File: src/gef_pkg.sv
`default_nettype none
package gef_pkg;

   // Result queue between the front and back halves
   localparam int QUEUE_DEPTH = 8;
   localparam int QUEUE_AW    = 3;

   // floor(x / 1000) == (x * LUMA_RECIP) >> LUMA_SHIFT for every x below 2^18
   localparam logic [18:0] LUMA_RECIP = 19'd268436;
   localparam int          LUMA_SHIFT = 28;

   typedef enum logic {
      PHASE_FIRST,
      PHASE_BORDER
   } gef_phase_type;

   // win[0] oldest column, win[2] newest; each column holds rows r-2, r-1, r
   // in bits 7:0, 15:8, 23:16
   typedef struct packed {
      logic [2:0][23:0] win;
      logic [7:0]       red;
      logic [7:0]       green;
      logic [7:0]       blue;
      logic [11:0]      row;
      logic [9:0]       col;
      logic             interior;
      logic             border;
   } gef_entry_type;

endpackage
`default_nettype wire

File: src/gef_queue.sv
`default_nettype none
module gef_queue (
   input  wire logic                       clock,
   input  wire logic                       reset,
   input  wire logic                       push,
   input  wire gef_pkg::gef_entry_type     push_entry,
   input  wire logic                       pop,
   output logic                            head_valid,
   output gef_pkg::gef_entry_type          head,
   output logic [gef_pkg::QUEUE_AW:0]      level
);
   import gef_pkg::*;

   gef_entry_type         slot_ff [0:QUEUE_DEPTH-1];
   logic [QUEUE_AW-1:0]   wr_ptr_ff;
   logic [QUEUE_AW-1:0]   rd_ptr_ff;
   logic [QUEUE_AW:0]     count_ff;
   logic [QUEUE_AW:0]     count_in;

   assign head_valid = count_ff != '0;
   assign head       = slot_ff[rd_ptr_ff];
   assign level      = count_ff;

   always_comb begin
      count_in = count_ff;
      if (push && !pop) begin
         count_in = count_ff + 1'b1;
      end else if (pop && !push) begin
         count_in = count_ff - 1'b1;
      end
   end

   always_ff @(posedge clock) begin
      if (reset) begin
         wr_ptr_ff <= '0;
         rd_ptr_ff <= '0;
         count_ff  <= '0;
      end else begin
         count_ff <= count_in;
         if (push) begin
            wr_ptr_ff <= wr_ptr_ff + 1'b1;
         end
         if (pop) begin
            rd_ptr_ff <= rd_ptr_ff + 1'b1;
         end
      end
   end

   always_ff @(posedge clock) begin
      if (push) begin
         slot_ff[wr_ptr_ff] <= push_entry;
      end
   end

endmodule
`default_nettype wire

File: config.mk
export PLATFORM = sky130hd
export DESIGN_NAME = gef_queue
export DESIGN_NICKNAME = d
export VERILOG_FILES = /design/src/gef_pkg.sv /design/src/gef_queue.sv
export SDC_FILE = /design/constraint.sdc
export NUM_CORES = 1
export LEC_CHECK = 0
export BUFFER_PORTS_ARGS = -buffer_cell sky130_fd_sc_hd__clkbuf_2
export CAP_MARGIN = 20
export CORE_MARGIN = 1
export CORE_UTILIZATION = 30
export CTS_CLUSTER_DIAMETER = 30
export CTS_CLUSTER_SIZE = 14
export DETAILED_ROUTE_END_ITERATION = 10
export GPL_TIMING_DRIVEN = 0
export PLACE_DENSITY_LB_ADDON = 0.15
export SYNTH_ARGS = -nofsm -noshare
export SYNTH_HDL_FRONTEND = slang
export SYNTH_SLANG_ARGS = --single-unit
File: constraint.sdc
create_clock -name clock -period 10.6 [get_ports clock]
set_clock_uncertainty 0.2 [all_clocks]
set_input_delay 1.06 -clock clock [delete_from_list [all_inputs] [get_ports clock]]
set_output_delay 1.06 -clock clock [all_outputs]
set_load 0.02 [all_outputs]
== Word-level counts from Yosys, hierarchy flattened ==
Memories as Yosys holds them, arrays and structs flattened. A register that Yosys moved wholly into a read port is not among the register bits.
Cells that the tools add are included.

* Flip-flop bits (word level): 10
* Bits in writable memories: 960
* Input bits: 124
* Word-level logic and storage cells: 20
* Memories: 1

{| class="wikitable"
|+ Memories
! memory !! words !! width !! rd ports !! clocked after Yosys merged registers in !! write ports !! RTL line !! source
|-
| slot_ff || 8 || 120 || 1 || 1 || 1 || gef_queue.sv:14 || <nowiki>gef_entry_type slot_ff [0:QUEUE_DEPTH-1];</nowiki>
|}

* Add/sub/neg operators: 4
* Multiplexer cells: 6
* Reduce and logical (&&, ||, !) cells: 6

{| class="wikitable"
|+ Operator list
! operator !! count
|-
| 2-to-1 mux 4 bit || 2
|-
| adder 3 x 1 -> 3 bit (second input constant) || 2
|-
| 2-to-1 mux 3 bit || 2
|-
| adder 4 x 1 -> 4 bit (second input constant) || 1
|-
| nonzero test 4 bit || 1
|-
| subtractor 4 x 1 -> 4 bit (second input constant) || 1
|-
| logical AND 1 bit || 2
|-
| logical NOT 1 bit || 2
|-
| 2-to-1 mux 1 bit || 2
|-
| nonzero test 2 bit || 1
|}

== Logic depth before layout (Yosys ltp) ==
* Depth after elaboration: 4
* Gate-level depth with buffers: 8
* Mapped depth without buffers: 8

== Worst setup path after synthesis ==
Ideal clock, no wire load.

* Path type: input to register
* Start point: in push
* End point: mem slot_ff[0][0] (netlist name), enable pin
* Library setup time: 746 ps
* Arrival time: 9258 ps
* Path slack: 396 ps
* Stages on the path: 2
* Cells stage by stage: nand2b_1 nor3_1

* Cells in the longest elaborated chain, start to end: 2

{| class="wikitable"
|+ RTL lines
! element !! RTL line !! source
|-
| start: declaration || gef_queue.sv:5 || <nowiki>input wire logic push,</nowiki>
|-
| 2-to-1 mux 1 bit || gef_queue.sv:50 || <nowiki>if (push) begin</nowiki>
|-
| 2-to-1 mux 1 bit (implied by the code) || gef_queue.sv:51 || <nowiki>slot_ff[wr_ptr_ff] <= push_entry;</nowiki>
|-
| end: declaration || gef_queue.sv:14 ||
|}

No other way between the ends.

==> results.txt <==
- Share of the yosys chip area belonging to registers: 78.2%
* Die width: 354 µm
* Area occupied by registers: 29100 µm²
- Slew headroom: 37.1%
- The area growth from synthesis to layout is 33.0%.
- The number of pins with negative max-slew slack in the final report came to 0.
- For this block, the initial DRC count from the detailed router was 1026.
- The first global-routing pass estimated 129 mm of wire.
- Unrepaired setup endpoints after global routing: false
* DRC violation count after routing: 0
- Number of routed nets with antenna violations: 0
* Clock network latency to the later pin of the worst-skew pair: 0.79 ns
- The multi-input combinational cells in the finished layout cover a total of 7540 µm².
* Crit path arrival time: 3.41 ns
* PwrDens: 242 nW/µm²
- Grt ovf: 0
- Slowest stage delay, CP: 0.67 ns
- Dividing the final minimum period by the clock period gives 44.0%.
- STA classifies the critical path startpoint as a flip-flop.
* Number of setup violations in the final report: 0
- Final hold vios: 0
* Most common cell after layout, fill and taps aside: edfxtp_1
- Post-Place Cell Area: 41900 µm²
- The tree built by TritonCTS fans out to 973 sinks.
- CP endpoint kind: output port
- IR drop worst, VDD: 167 µV
- Overall die height: 354 µm
* Number of global-route vias before repair: 19.2k
* Clock period minus worst slack: 4.67 ns
- Clock-pin slew was measured on the worst setup and hold paths at 0.04 ns.
* Critical Path RT: 9.34 ns
* Final total power: 11.9 mW
* Number of detailed-route iterations in the first pass: 5
- Seq cells post-synth: 973
* Routed WL: 89.2 mm
* Syn nets: 1585
- Once the floorplan was initialized, standard cells occupied 30.4% of the core.
- Average via count per standard cell: 4.53
- Fill cells in the final layout number 10.9k.
- After detailed routing, the average wire length per cell comes to 23.4 µm.
* Area of the core: 122000 µm²
- Cells after synthesis: 1455
- The synthesized netlist devotes 0.0639% of its cell area to compound gates.
- Antenna violations before repair: 15
- Post-CTS timing repair inserted 0 buffers for setup.
- Final total negative setup slack: 0 ns
- Number of buffers and inverters on the critical path: 4
- Half-perimeter wire length after placement: 56.2 mm
- Net count, final: 2129
- Post-synth cell types: 26
- Static timing analysis puts the maximum clock frequency at 214 MHz.
* Area share of and/or/nand/nor cells after synthesis: 0.360%
- Number of top-level pins: 249
* Critical path's slowest cell: buf_1
* Weighted congestion reported at the end of routability-driven placement: 0.676
* Cell chosen for the clock root: clkbuf_16
- Final cell utilization of the core: 40.4%
- In this run the worst path has a maximum fanout of 10.
* Resized cells post-CTS: 0
- Leakage Power: 16.6 nW
- In this run the tool buffered the top-level ports with 248 buffer cells.
* CTS tree: built
- Of the total synthesized cell area, the portion taken by XOR and XNOR cells is 0.141%.
- At the pin with the least slew margin, the transition time is 0.938 ns.
* Synthesized cell area: 37200 µm²
- # Max-Cap Violations: 0
- Number of buffers created by CTS: 219
- The finished cells cover 49400 µm².
* Cell family contributing the most delay on the critical path: buffers and inverters
- Proportion of layout cells with a drive suffix above 1: 44.2%
* Number of buffers on the longest clock path: 3
- In this design, the critical path's most frequently occurring cell is buf_2.
- Avg Synthesized Cell Area: 25.5 µm²
- Highest-count cells in the layout ignoring fill and taps: edfxtp_1, clkbuf_2, clkbuf_16
- GR Util All Layers: 14.4%
- Count of warnings emitted by yosys: 0
- By area, the combinational part of the netlist is dominated by multiplexers.
- Synthesized-area fraction occupied by adder cells: 0.222%
- Type of the setup path with the least slack: flip-flop to output port
- Hold Path Class: flip-flop to flip-flop
- CTS built an H-tree with a depth of 4.
- For this block, the via count after detailed routing is 17.3k.
* Maximum number of pins on one net before global-route repair: 23
* Hold buffers post-CTS: 0
- The floorplan has 128 rows.
* Outcome: finished, final reports clean
- The portion of synthesized area spent on multiplexers is 19.3%.
- The die covers 125000 µm².
- CP Cell Sequence: buf_2, buf_2, buf_1, mux4_2, mux2_2, clkbuf_2
==> final cells by class <==
class | count | share of cell area, %
plain buffers | 69 | 1.21
flip-flops and latches | 973 | 58.8
clock buffers | 252 | 11.4
multi-input cells | 411 | 15.2
repair buffers | 323 | 5.23
well taps | 1625 | 4.11
clock inverters | 164 | 3.93
inverters | 2 | 0.0152
diodes | 2 | 0.0101
==> routing by layer <==
layer	track usage [%]	share of wire [%]	vias to the layer above
met5	0	0.15	-
met4	5.73	2.5	22
met3	4.79	6.4	177
met2	23.5	49	440
met1	17.6	42	9078
li1	-	-	7580
==> Yosys cell counts <==
master    number  share of area [%]
buf_2          7              0.094
a21oi_1        2              0.027
clkbuf_1      28               0.28
fa_1           1              0.054
mux2_2       121                3.7
nand3_1        1              0.013
mux2i_1        3              0.081
a31oi_1        1              0.017
buf_12        18               0.97
nand2_1        4              0.040
xnor2_1        3              0.071
inv_1          2              0.020
or4_1          1              0.020
nor2b_1        1              0.017
dfxtp_1       13               0.70
mux4_2       136                8.2
xor2_1         3              0.071
nor2_1        19               0.19
a211oi_1       1              0.020
edfxtp_1     960                 78
nand2b_1       3              0.050
buf_1         11               0.11
buf_6          5               0.15
ha_1           5               0.17
mux4_1       104                7.4
nor3_1         2              0.027
==> report_power, final <==
group	switching, mW	leakage, nW	internal [mW]
Sequential	0.0220	8.83	4.34
Clock	2.14	3.62	4.58
Combinational	0.480	4.17	0.373
==> worst paths after layout <==
| check | start | end | slack [ns] | cells after the start |
|---|---|---|---|---|
| worst max-delay path | flip-flop | head[109] | 5.93 | 6 |
| worst max register to register | wr_ptr_ff[2]$_SDFFE_PP0P_ | slot_ff[4][92]$_DFFE_PP_ | 7.71 | 7 |
| worst min-delay path | rd_ptr_ff[2]$_SDFFE_PP0P_ | rd_ptr_ff[2]$_SDFFE_PP0P_ | 0.33 | 2 |
| worst min register to register | rd_ptr_ff[2]$_SDFFE_PP0P_ | rd_ptr_ff[2]$_SDFFE_PP0P_ | 0.33 | 2 |
==> worst min-delay path: cells and delay by family (launching register included) <==
family        cells  cell delay [ns]
flops             1             0.31
simple gates      1             0.10
xor+xnor          1             0.07
==> state kept, by name, summed over array words and instances (netlist names), named ones only <==
register   flops
level          4
rd_ptr_ff      3
wr_ptr_ff      3
slot_ff      960
==> metrics by stage <==
stage / hold WS [ns] / setup WS, ns / std cells
after global placement: 0.318 / -11.00 / 3328
final: 0.325 / 5.93 / 3821
after detailed placement: 0.324 / 6.63 / 3403
after floorplan: 0.285 / 0.396 / 1455
after CTS: 0.256 / 5.76 / 3819
after global routing: 0.292 / 5.76 / 3821
==> kinds of logic after synthesis <==
logic type	count (synthesis)
DFF	973
muxes	364
buffers and inverters	71
and+or+nand+nor	31
xor gates and xnor gates	6
adders and majority gates	6
AOI/OAI and AO/OA	4
Power figures use the tool's default switching activity.
