**src/gef_pkg.sv**
```systemverilog
`default_nettype none
package gef_pkg;

   // Result queue between the front and back halves
   localparam int QUEUE_DEPTH = 8;
   localparam int QUEUE_AW    = 3;

   // floor(x / 1000) == (x * LUMA_RECIP) >> LUMA_SHIFT for every x below 2^18
   localparam logic [18:0] LUMA_RECIP = 19'd268436;
   localparam int          LUMA_SHIFT = 28;

   typedef enum logic {
      PHASE_FIRST,
      PHASE_BORDER
   } gef_phase_type;

   // win[0] oldest column, win[2] newest; each column holds rows r-2, r-1, r
   // in bits 7:0, 15:8, 23:16
   typedef struct packed {
      logic [2:0][23:0] win;
      logic [7:0]       red;
      logic [7:0]       green;
      logic [7:0]       blue;
      logic [11:0]      row;
      logic [9:0]       col;
      logic             interior;
      logic             border;
   } gef_entry_type;

endpackage
`default_nettype wire

```
**src/gef_back.sv**
```systemverilog
`default_nettype none
module gef_back (
   input  wire logic                   clock,
   input  wire logic                   reset,
   input  wire logic                   head_valid,
   input  wire gef_pkg::gef_entry_type head,
   output logic                        pop,
   output logic                        rsp_tvalid,
   input  wire logic                   rsp_tready,
   output logic [47:0]                 rsp_tdata,   // out_row, out_col, out_red,
                                                    // out_green, out_blue, zero pad
   output logic                        rsp_tlast    // last_of_run
);
   import gef_pkg::*;

   gef_phase_type state_ff, state_in;

   logic        valid_ff, valid_in;
   logic [11:0] row_ff, row_in;
   logic [9:0]  col_ff, col_in;
   logic [7:0]  red_ff, red_in;
   logic [7:0]  green_ff, green_in;
   logic [7:0]  blue_ff, blue_in;
   logic        last_ff, last_in;

   logic [10:0] h_left, h_right, v_below, v_above;
   logic [10:0] h_abs, v_abs;
   logic [7:0]  h_sat, v_sat;
   logic [8:0]  mag_sum;
   logic [7:0]  mag;
   logic        emit_int, emit_bor, can_load, fire;

   function automatic logic [7:0] lum(input logic [2:0][23:0] win,
                                      input int col, input int row);
      return win[col][8*row +: 8];
   endfunction

   function automatic logic [10:0] wsum(input logic [7:0] a, input logic [7:0] b,
                                        input logic [7:0] c);
      return 11'(a) + 11'({b, 1'b0}) + 11'(b) + 11'(c);
   endfunction

   function automatic logic [7:0] dbl(input logic [7:0] x);
      return x[7] ? 8'd255 : {x[6:0], 1'b0};
   endfunction

   // gradient magnitude of the window held in the head entry
   always_comb begin
      h_left  = wsum(lum(head.win, 0, 0), lum(head.win, 0, 1), lum(head.win, 0, 2));
      h_right = wsum(lum(head.win, 2, 0), lum(head.win, 2, 1), lum(head.win, 2, 2));
      v_below = wsum(lum(head.win, 0, 2), lum(head.win, 1, 2), lum(head.win, 2, 2));
      v_above = wsum(lum(head.win, 0, 0), lum(head.win, 1, 0), lum(head.win, 2, 0));
      h_abs   = (h_left >= h_right) ? h_left - h_right : h_right - h_left;
      v_abs   = (v_below >= v_above) ? v_below - v_above : v_above - v_below;
      h_sat   = (h_abs > 11'd255) ? 8'd255 : h_abs[7:0];
      v_sat   = (v_abs > 11'd255) ? 8'd255 : v_abs[7:0];
      mag_sum = 9'(h_sat) + 9'(v_sat);
      mag     = mag_sum[8] ? 8'd255 : mag_sum[7:0];
   end

   // an entry with both results sends the interior one first
   always_comb begin
      emit_int = head_valid && head.interior && (state_ff == PHASE_FIRST);
      emit_bor = head_valid && head.border &&
                 ((state_ff == PHASE_BORDER) || !head.interior);
      can_load = !valid_ff || rsp_tready;
      fire     = (emit_int || emit_bor) && can_load;
      pop      = head_valid && ((!head.interior && !head.border) ||
                                (fire && (emit_bor || !head.border)));

      state_in = state_ff;
      unique case (state_ff)
         PHASE_FIRST: begin
            if (fire && emit_int && head.border) begin
               state_in = PHASE_BORDER;
            end
         end
         PHASE_BORDER: begin
            if (pop) begin
               state_in = PHASE_FIRST;
            end
         end
         default: state_in = PHASE_FIRST;
      endcase

      if (fire) begin
         valid_in = 1'b1;
      end else if (rsp_tready) begin
         valid_in = 1'b0;
      end else begin
         valid_in = valid_ff;
      end

      if (emit_int) begin
         row_in   = head.row - 12'd1;
         col_in   = head.col - 10'd1;
         red_in   = mag;
         green_in = mag;
         blue_in  = mag;
         last_in  = !head.border;
      end else begin
         row_in   = head.row;
         col_in   = head.col;
         red_in   = dbl(head.red);
         green_in = dbl(head.green);
         blue_in  = dbl(head.blue);
         last_in  = 1'b1;
      end
   end

   always_ff @(posedge clock) begin
      if (reset) begin
         state_ff <= PHASE_FIRST;
         valid_ff <= 1'b0;
      end else begin
         state_ff <= state_in;
         valid_ff <= valid_in;
      end
   end

   always_ff @(posedge clock) begin
      if (fire) begin
         row_ff   <= row_in;
         col_ff   <= col_in;
         red_ff   <= red_in;
         green_ff <= green_in;
         blue_ff  <= blue_in;
         last_ff  <= last_in;
      end
   end

   assign rsp_tvalid = valid_ff;
   assign rsp_tdata  = {2'b00, blue_ff, green_ff, red_ff, col_ff, row_ff};
   assign rsp_tlast  = last_ff;

endmodule
`default_nettype wire

```
**config.mk**
```make
export PLATFORM = sky130hd
export DESIGN_NAME = gef_back
export DESIGN_NICKNAME = d
export VERILOG_FILES = /design/src/gef_pkg.sv /design/src/gef_back.sv
export SDC_FILE = /design/constraint.sdc
export NUM_CORES = 1
export LEC_CHECK = 0
export BUFFER_PORTS_ARGS = -buffer_cell sky130_fd_sc_hd__buf_4
export CAP_MARGIN = 0
export CORE_AREA = 4 4 126 128
export CTS_CLUSTER_SIZE = 30
export DETAILED_ROUTE_END_ITERATION = 8
export DIE_AREA = 0 0 130 132
export GPL_ROUTABILITY_DRIVEN = 1
export PLACE_DENSITY = 0.78
export SLEW_MARGIN = 30
export SYNTH_ARGS = -nofsm -noshare
export SYNTH_HDL_FRONTEND = slang
export SYNTH_SLANG_ARGS = --single-unit
```
**constraint.sdc**
```tcl
create_clock -name clock -period 7.85 [get_ports clock]
set_clock_uncertainty 0.15 [all_clocks]
set_input_delay 0.785 -clock clock [delete_from_list [all_inputs] [get_ports clock]]
set_output_delay 0.785 -clock clock [all_outputs]
set_load 0.005 [all_outputs]
```
; ---- Word-level counts from Yosys, hierarchy flattened
; Index checks and enable logic that the tools add are counted.
[op_classes]
add_sub_neg = 19
magnitude_cmp = 4
mux = 18
bitwise = 1
n_reduce_logical = 19
[ops]
columns = operator, n
row1 = two-way mux 8 bit, 9
row2 = adder 10 x 8 -> 11 bit, 4
row3 = adder 11 x 8 -> 11 bit, 4
row4 = subtractor 11 bit, 4
row5 = adder 8 x 9 -> 10 bit, 4
row6 = greater-or-equal comparator 11 bit, 2
row7 = > comparator 11 x 8 -> 1 bit (second input constant), 2
row8 = two-way mux 11 bit, 2
row9 = two-way mux 12 bit, 1
row10 = subtractor 12 x 1 -> 12 bit (second input constant), 1
row11 = logical AND 1 bit, 10
row12 = two-way mux 10 bit, 1
row13 = subtractor 10 x 1 -> 10 bit (second input constant), 1
row14 = adder 8 x 8 -> 9 bit, 1
row15 = logical OR 1 bit, 5
row16 = two-way mux 1 bit, 4
row17 = zero test 1 bit, 3
row18 = one-hot mux 1 bit (2 select lines), 1
row19 = nonzero test 2 bit, 1
row20 = inverter 1 bit, 1
[word_totals]
register_bits = 49
elab_cells = 69

; ---- Longest topological paths before layout
[logic_depth]
ltp_word = 10
ltp_mapped = 34
mapped_depth_nobuf = 32

; ---- Worst setup path before layout
; No wires, ideal clock.
[synth_path]
kind = input to register
start = input port head[50] in the netlist's numbering
end = register blue_ff[2], data pin
arrival_ns = 7.132
path_slack_ns = 0.314
cell_stages = 34
path_cell_list = inv_1 > fa_1 > inv_1 > fa_1 > ha_1 > inv_1 > fa_1 > inv_1 > a21oi_1 > o21bai_1 > a21oi_1 > o21bai_1 > xnor2_1 > ha_1 > clkbuf_1 > a21o_1 > a211o_1 > o22ai_1 > a31oi_1 > or4_1 > buf_2 > buf_6 > nand2_1 > nand2_1 > ha_1 > fa_1 > a21o_1 > a21oi_1 > o21bai_1 > a21oi_1 > o21bai_1 > a211o_1 > nand2b_1 > o21a_1
[synth_between]
elab_chain_cells = 10
word_cells_on_any_way = 21
cone_classes = 11 x add/sub / 4 x order compare / 6 x mux
[synth_lines]
columns = element, line_no
row1 = start: declaration, gef_back.sv:6  ; input wire gef_pkg::gef_entry_type head,
row2 = adder 8 x 9 -> 10 bit, gef_back.sv:40  ; return 11'(a) + 11'({b, 1'b0}) + 11'(b) + 11'(c);
row3 = adder 10 x 8 -> 11 bit, gef_back.sv:40
row4 = adder 11 x 8 -> 11 bit, gef_back.sv:40
row5 = "subtractor 11 bit, or another cell as far along", gef_back.sv:53  ; h_abs = (h_left >= h_right) ? h_left - h_right : h_right - h_left;
row6 = two-way mux 11 bit (on tied branches), "gef_back.sv:53, gef_back.sv:54"
row7 = > comparator 11 x 8 -> 1 bit (on tied branches), "gef_back.sv:55, gef_back.sv:56"
row8 = two-way mux 8 bit (on tied branches), "gef_back.sv:55, gef_back.sv:56"
row9 = adder 8 x 8 -> 9 bit *, gef_back.sv:57  ; mag_sum = 9'(h_sat) + 9'(v_sat);
row10 = two-way mux 8 bit *, gef_back.sv:58  ; mag = mag_sum[8] ? 8'd255 : mag_sum[7:0];
row11 = two-way mux 8 bit *, gef_back.sv:94  ; if (emit_int) begin
row12 = named net blue_in[2], gef_back.sv:23  ; logic [7:0] blue_ff, blue_in;
row13 = end signal: assignment, gef_back.sv:127  ; blue_ff <= blue_in;
row14 = end: declaration, gef_back.sv:23
; Mark *: on every way through the listed nets, which the timed path passes. The rest lies on a longest branch.
; A chain may end at the register's enable or synchronous reset.

; ---- Worst setup path after layout
[layout_path]
start = input port head[50] in the netlist's numbering
end = register green_ff[3], data pin
[layout_between]
elab_chain_cells = 10
word_cells_on_any_way = 21
cone_classes = 11 x add/sub / 4 x order compare / 6 x mux
[layout_lines]
columns = element, line_no
row1 = adder 8 x 9 -> 10 bit, gef_back.sv:40
row2 = adder 10 x 8 -> 11 bit, gef_back.sv:40
row3 = adder 11 x 8 -> 11 bit, gef_back.sv:40
row4 = "subtractor 11 bit, or another cell as far along", gef_back.sv:53
row5 = two-way mux 11 bit (on tied branches), "gef_back.sv:53, gef_back.sv:54"
row6 = > comparator 11 x 8 -> 1 bit (on tied branches), "gef_back.sv:55, gef_back.sv:56"
row7 = two-way mux 8 bit (on tied branches), "gef_back.sv:55, gef_back.sv:56"
row8 = adder 8 x 8 -> 9 bit *, gef_back.sv:57
row9 = two-way mux 8 bit *, gef_back.sv:58
row10 = two-way mux 8 bit *, gef_back.sv:94
row11 = named net green_in[3], gef_back.sv:22  ; logic [7:0] green_ff, green_in;
row12 = end signal: assignment, gef_back.sv:126  ; green_ff <= green_in;
row13 = end: declaration, gef_back.sv:22
; Marks and branches as above.

==> flow_metrics.py <==
metrics = {
    "power_and_ir_drop": {
        "total_power_w": 0.004261,
        "power.leakage_nw": 4.311,
        "ir_drop_mv": 0.3079,
        "power_density_nw_per_um2": 473.5,
    },
    "timing": {
        "fin_crit_ns": 7.531,
        "setup-tns-final_ns": 0,
        "tightest_slew_ns": 0.6836,
        "relSlewSlack": 0.5378,
        "slew_violations": 0,
        "min_period_over_period": 0.9593,
        "final_hold_viol_count": 0,
        "clock.fmax_mhz": 132.8,
        "setup_viol": 0,
    },
    "route": {
        "num_vias": 6032,
        "antenna_left": 0,
        "wl_per_cell_um": 15.06,
        "drt_pass1_iterations": 5,
        "drt-total-wl_um": 17410,
        "drc_errors": 0,
        "drtIter0Drc": 372,
        "routed_via_density": 5.218,
    },
    "layout": {
        "postLayoutCellArea_um2": 8999,
        "n_antenna_cell": 0,
        "most-common-layout-cells": "buf_4, inv_1, ha_1",
        "final_layout_size_suffix_gt1_frac": 0.2262,
        "fin_nets": 1244,
        "area_delta_synth_final_pct": 23.00,
        "layout_commonest_cell": "buf_4",
    },
    "setup_path": {
        "cp_slowest_cell": "or4_4",
        "setup.worst_path.start": "head[50]",
        "crit_fanout": 6,
        "slowest_delay_ns": 0.59,
        "start_kind": "input pin",
        "required_ns": 7.73,
        "worstSetupPathType": "in2reg",
        "arrival_ns": 7.41,
        "rr_startpoint": "state_ff",
        "end_kind": "flip-flop",
    },
    "cts": {
        "cts_buffers": 5,
        "clk_latency_ns": 0.28,
        "clkSlewWorstSetupHoldPaths_ns": 0.07,
        "cts_tree": "built",
        "numClockSinks": 49,
        "hold_buffers": 0,
        "cts-root-buf": "clkbuf_16",
        "clockBufferDepth": 2,
        "cts_max_level": 2,
    },
    "yosys": {
        "async_reset_ff_frac": 0,
        "synth_top_cell_by_area": "edfxtp_1",
        "ys.flop_type": "edfxtp_1",
        "synthTopCellsByArea": "edfxtp_1, fa_1, ha_1, inv_1, a21oi_1",
        "synth_top_area_frac": 0.1929,
        "synth_seq_cells": 49,
        "syn_avg_cell_area_um2": 9.133,
        "synthDistinctLibCells": 66,
        "ys.warnings.count": 0,
        "ys_seq_area_frac": 0.1984,
        "syn-cell-area_um2": 7316,
        "synth_edf_count": 47,
        "synthCells": 801,
    },
    "worst_hold_path": {
        "hp-start": "state_ff",
        "worstHoldPathType": "reg2reg",
    },
    "floorplanning": {
        "die_y_um": 132,
        "die-area_um2": 17160,
        "placeableCoreArea_um2": 14860,
        "num_io_pins": 175,
        "die_w_um": 130,
        "initial_core_util": 0.4922,
        "num_rows": 45,
    },
    "place": {
        "numPortBuffers": 164,
        "dpl-instance-area_um2": 8787,
        "dpl.hpwl_um": 15180,
        "gp_congestion": 0.8700,
    },
    "grt": {
        "grt_pass1_wl_um": 28430,
        "grt-ovfl-total": 0,
        "antenna_found_initial": 0,
        "grt_max_degree": 48,
        "track_usage": 0.2015,
        "grt_pass1_vias": 5995,
    },
    "job": {
        "drv_cap": 0,
    },
    "outcome": {
        "status": "finished, final reports clean",
    },
}
## timing repair
item,CTS,global route
resized for setup,0,7
endpoints found under the setup margin,0,24
buffers inserted,0,0
## Yosys cell counts, types with 3 or more instances
master,instances
o21a_1,20
nor2_1,47
nor3_1,14
nor4_1,7
a211oi_1,4
o221ai_1,5
ha_1,84
buf_2,5
nand3_1,7
a31oi_1,3
mux2i_1,3
xor2_1,19
nand2b_1,17
nand2_1,34
a21oi_1,66
or3_1,4
o21ai_1,5
a21o_1,15
and2_1,3
nor2b_1,20
buf_1,3
o21bai_1,19
o31ai_1,3
buf_6,5
clkbuf_1,8
fa_1,69
o21ai_0,16
o22ai_1,7
edfxtp_1,47
inv_1,154
o221ai_2,5
xnor2_1,35
or2_2,4
nand4_1,3
## flip-flops by register name (all words and copies together) (netlist names)
register	count
col_ff	10
state_ff	1
rsp_tlast	1
blue_ff	8
red_ff	8
row_ff	12
rsp_tvalid	1
green_ff	8
## cells by family (layout without fill, tap and decap cells)
logic type	count (synthesis)	in the layout	share of synthesized area
AOI/OAI and AO/OA	192	192	0.1815
xor gates and xnor gates	54	54	0.06465
adders and majority gates	153	153	0.3325
buffers and inverters	177	343	0.09783
muxes	5	5	0.007183
other	1	2	0.0005126
DFF	49	49	0.1984
and+or+nand+nor	170	170	0.1175
## worst max-delay path, delay by kind of cell
family,cells,cell delay (ns)
xor+xnor,1,0.18
buf+inv,5,0.33
fa+ha+maj,7,2.59
simple gates,4,0.94
compound gates,15,2.56
## power breakdown
group / switching [W] / leakage [nW] / internal, W
Combinational: 0.00205 / 3.78 / 0.00160
Clock: 0.0000907 / 0.0810 / 0.000151
Sequential: 0.0000118 / 0.445 / 0.000351
Total: 0.00216 / 4.31 / 0.00210
## final timing paths
path	to	slack, ns	depth (start not counted)
worst max-delay path	green_ff[3]	0.32	32
worst min-delay path	state_ff	0.35	2
worst max register to register	row_ff[11]	5.27	7
worst min register to register	state_ff	0.35	2
## layout make-up
class | instances | area, µm²
timing repair buffer | 181 | 1359
sequential | 49 | 1451
fill | 1279 | 5866
tap | 188 | 235.2
clock inverter | 2 | 38.79
multi-input combinational | 576 | 5207
clock buffer | 6 | 128.9
inverter | 154 | 578.1
## stage by stage
| stage | hold slack, ns | util | setup WS (ns) | instances |
|---|---|---|---|---|
| after detailed placement | 0.3409 | 0.5912 | 0.01920 | 1148 |
| after global placement | 0.3367 | 0.5912 | 0.1421 | 1148 |
| after floorplan | 0.3153 | - | 0.3136 | 802 |
| final | 0.3481 | 0.6054 | 0.3194 | 1156 |
| after global routing | 0.3761 | 0.6054 | -0.02703 | 1156 |
| after CTS | 0.3498 | 0.6024 | 0.2620 | 1156 |
## per-layer routing
layer  part of all wire  track usage  wire length [µm]  vias up
li1                   -            -                 -     3012
met1               0.42       0.2713              7391     2829
met2               0.50       0.3510              8774      173
met3              0.055      0.02229               966       18
met4              0.016      0.03984               275        0
met5                  0            0                 0        -
No activity file was read; power rests on OpenSTA's default activity.
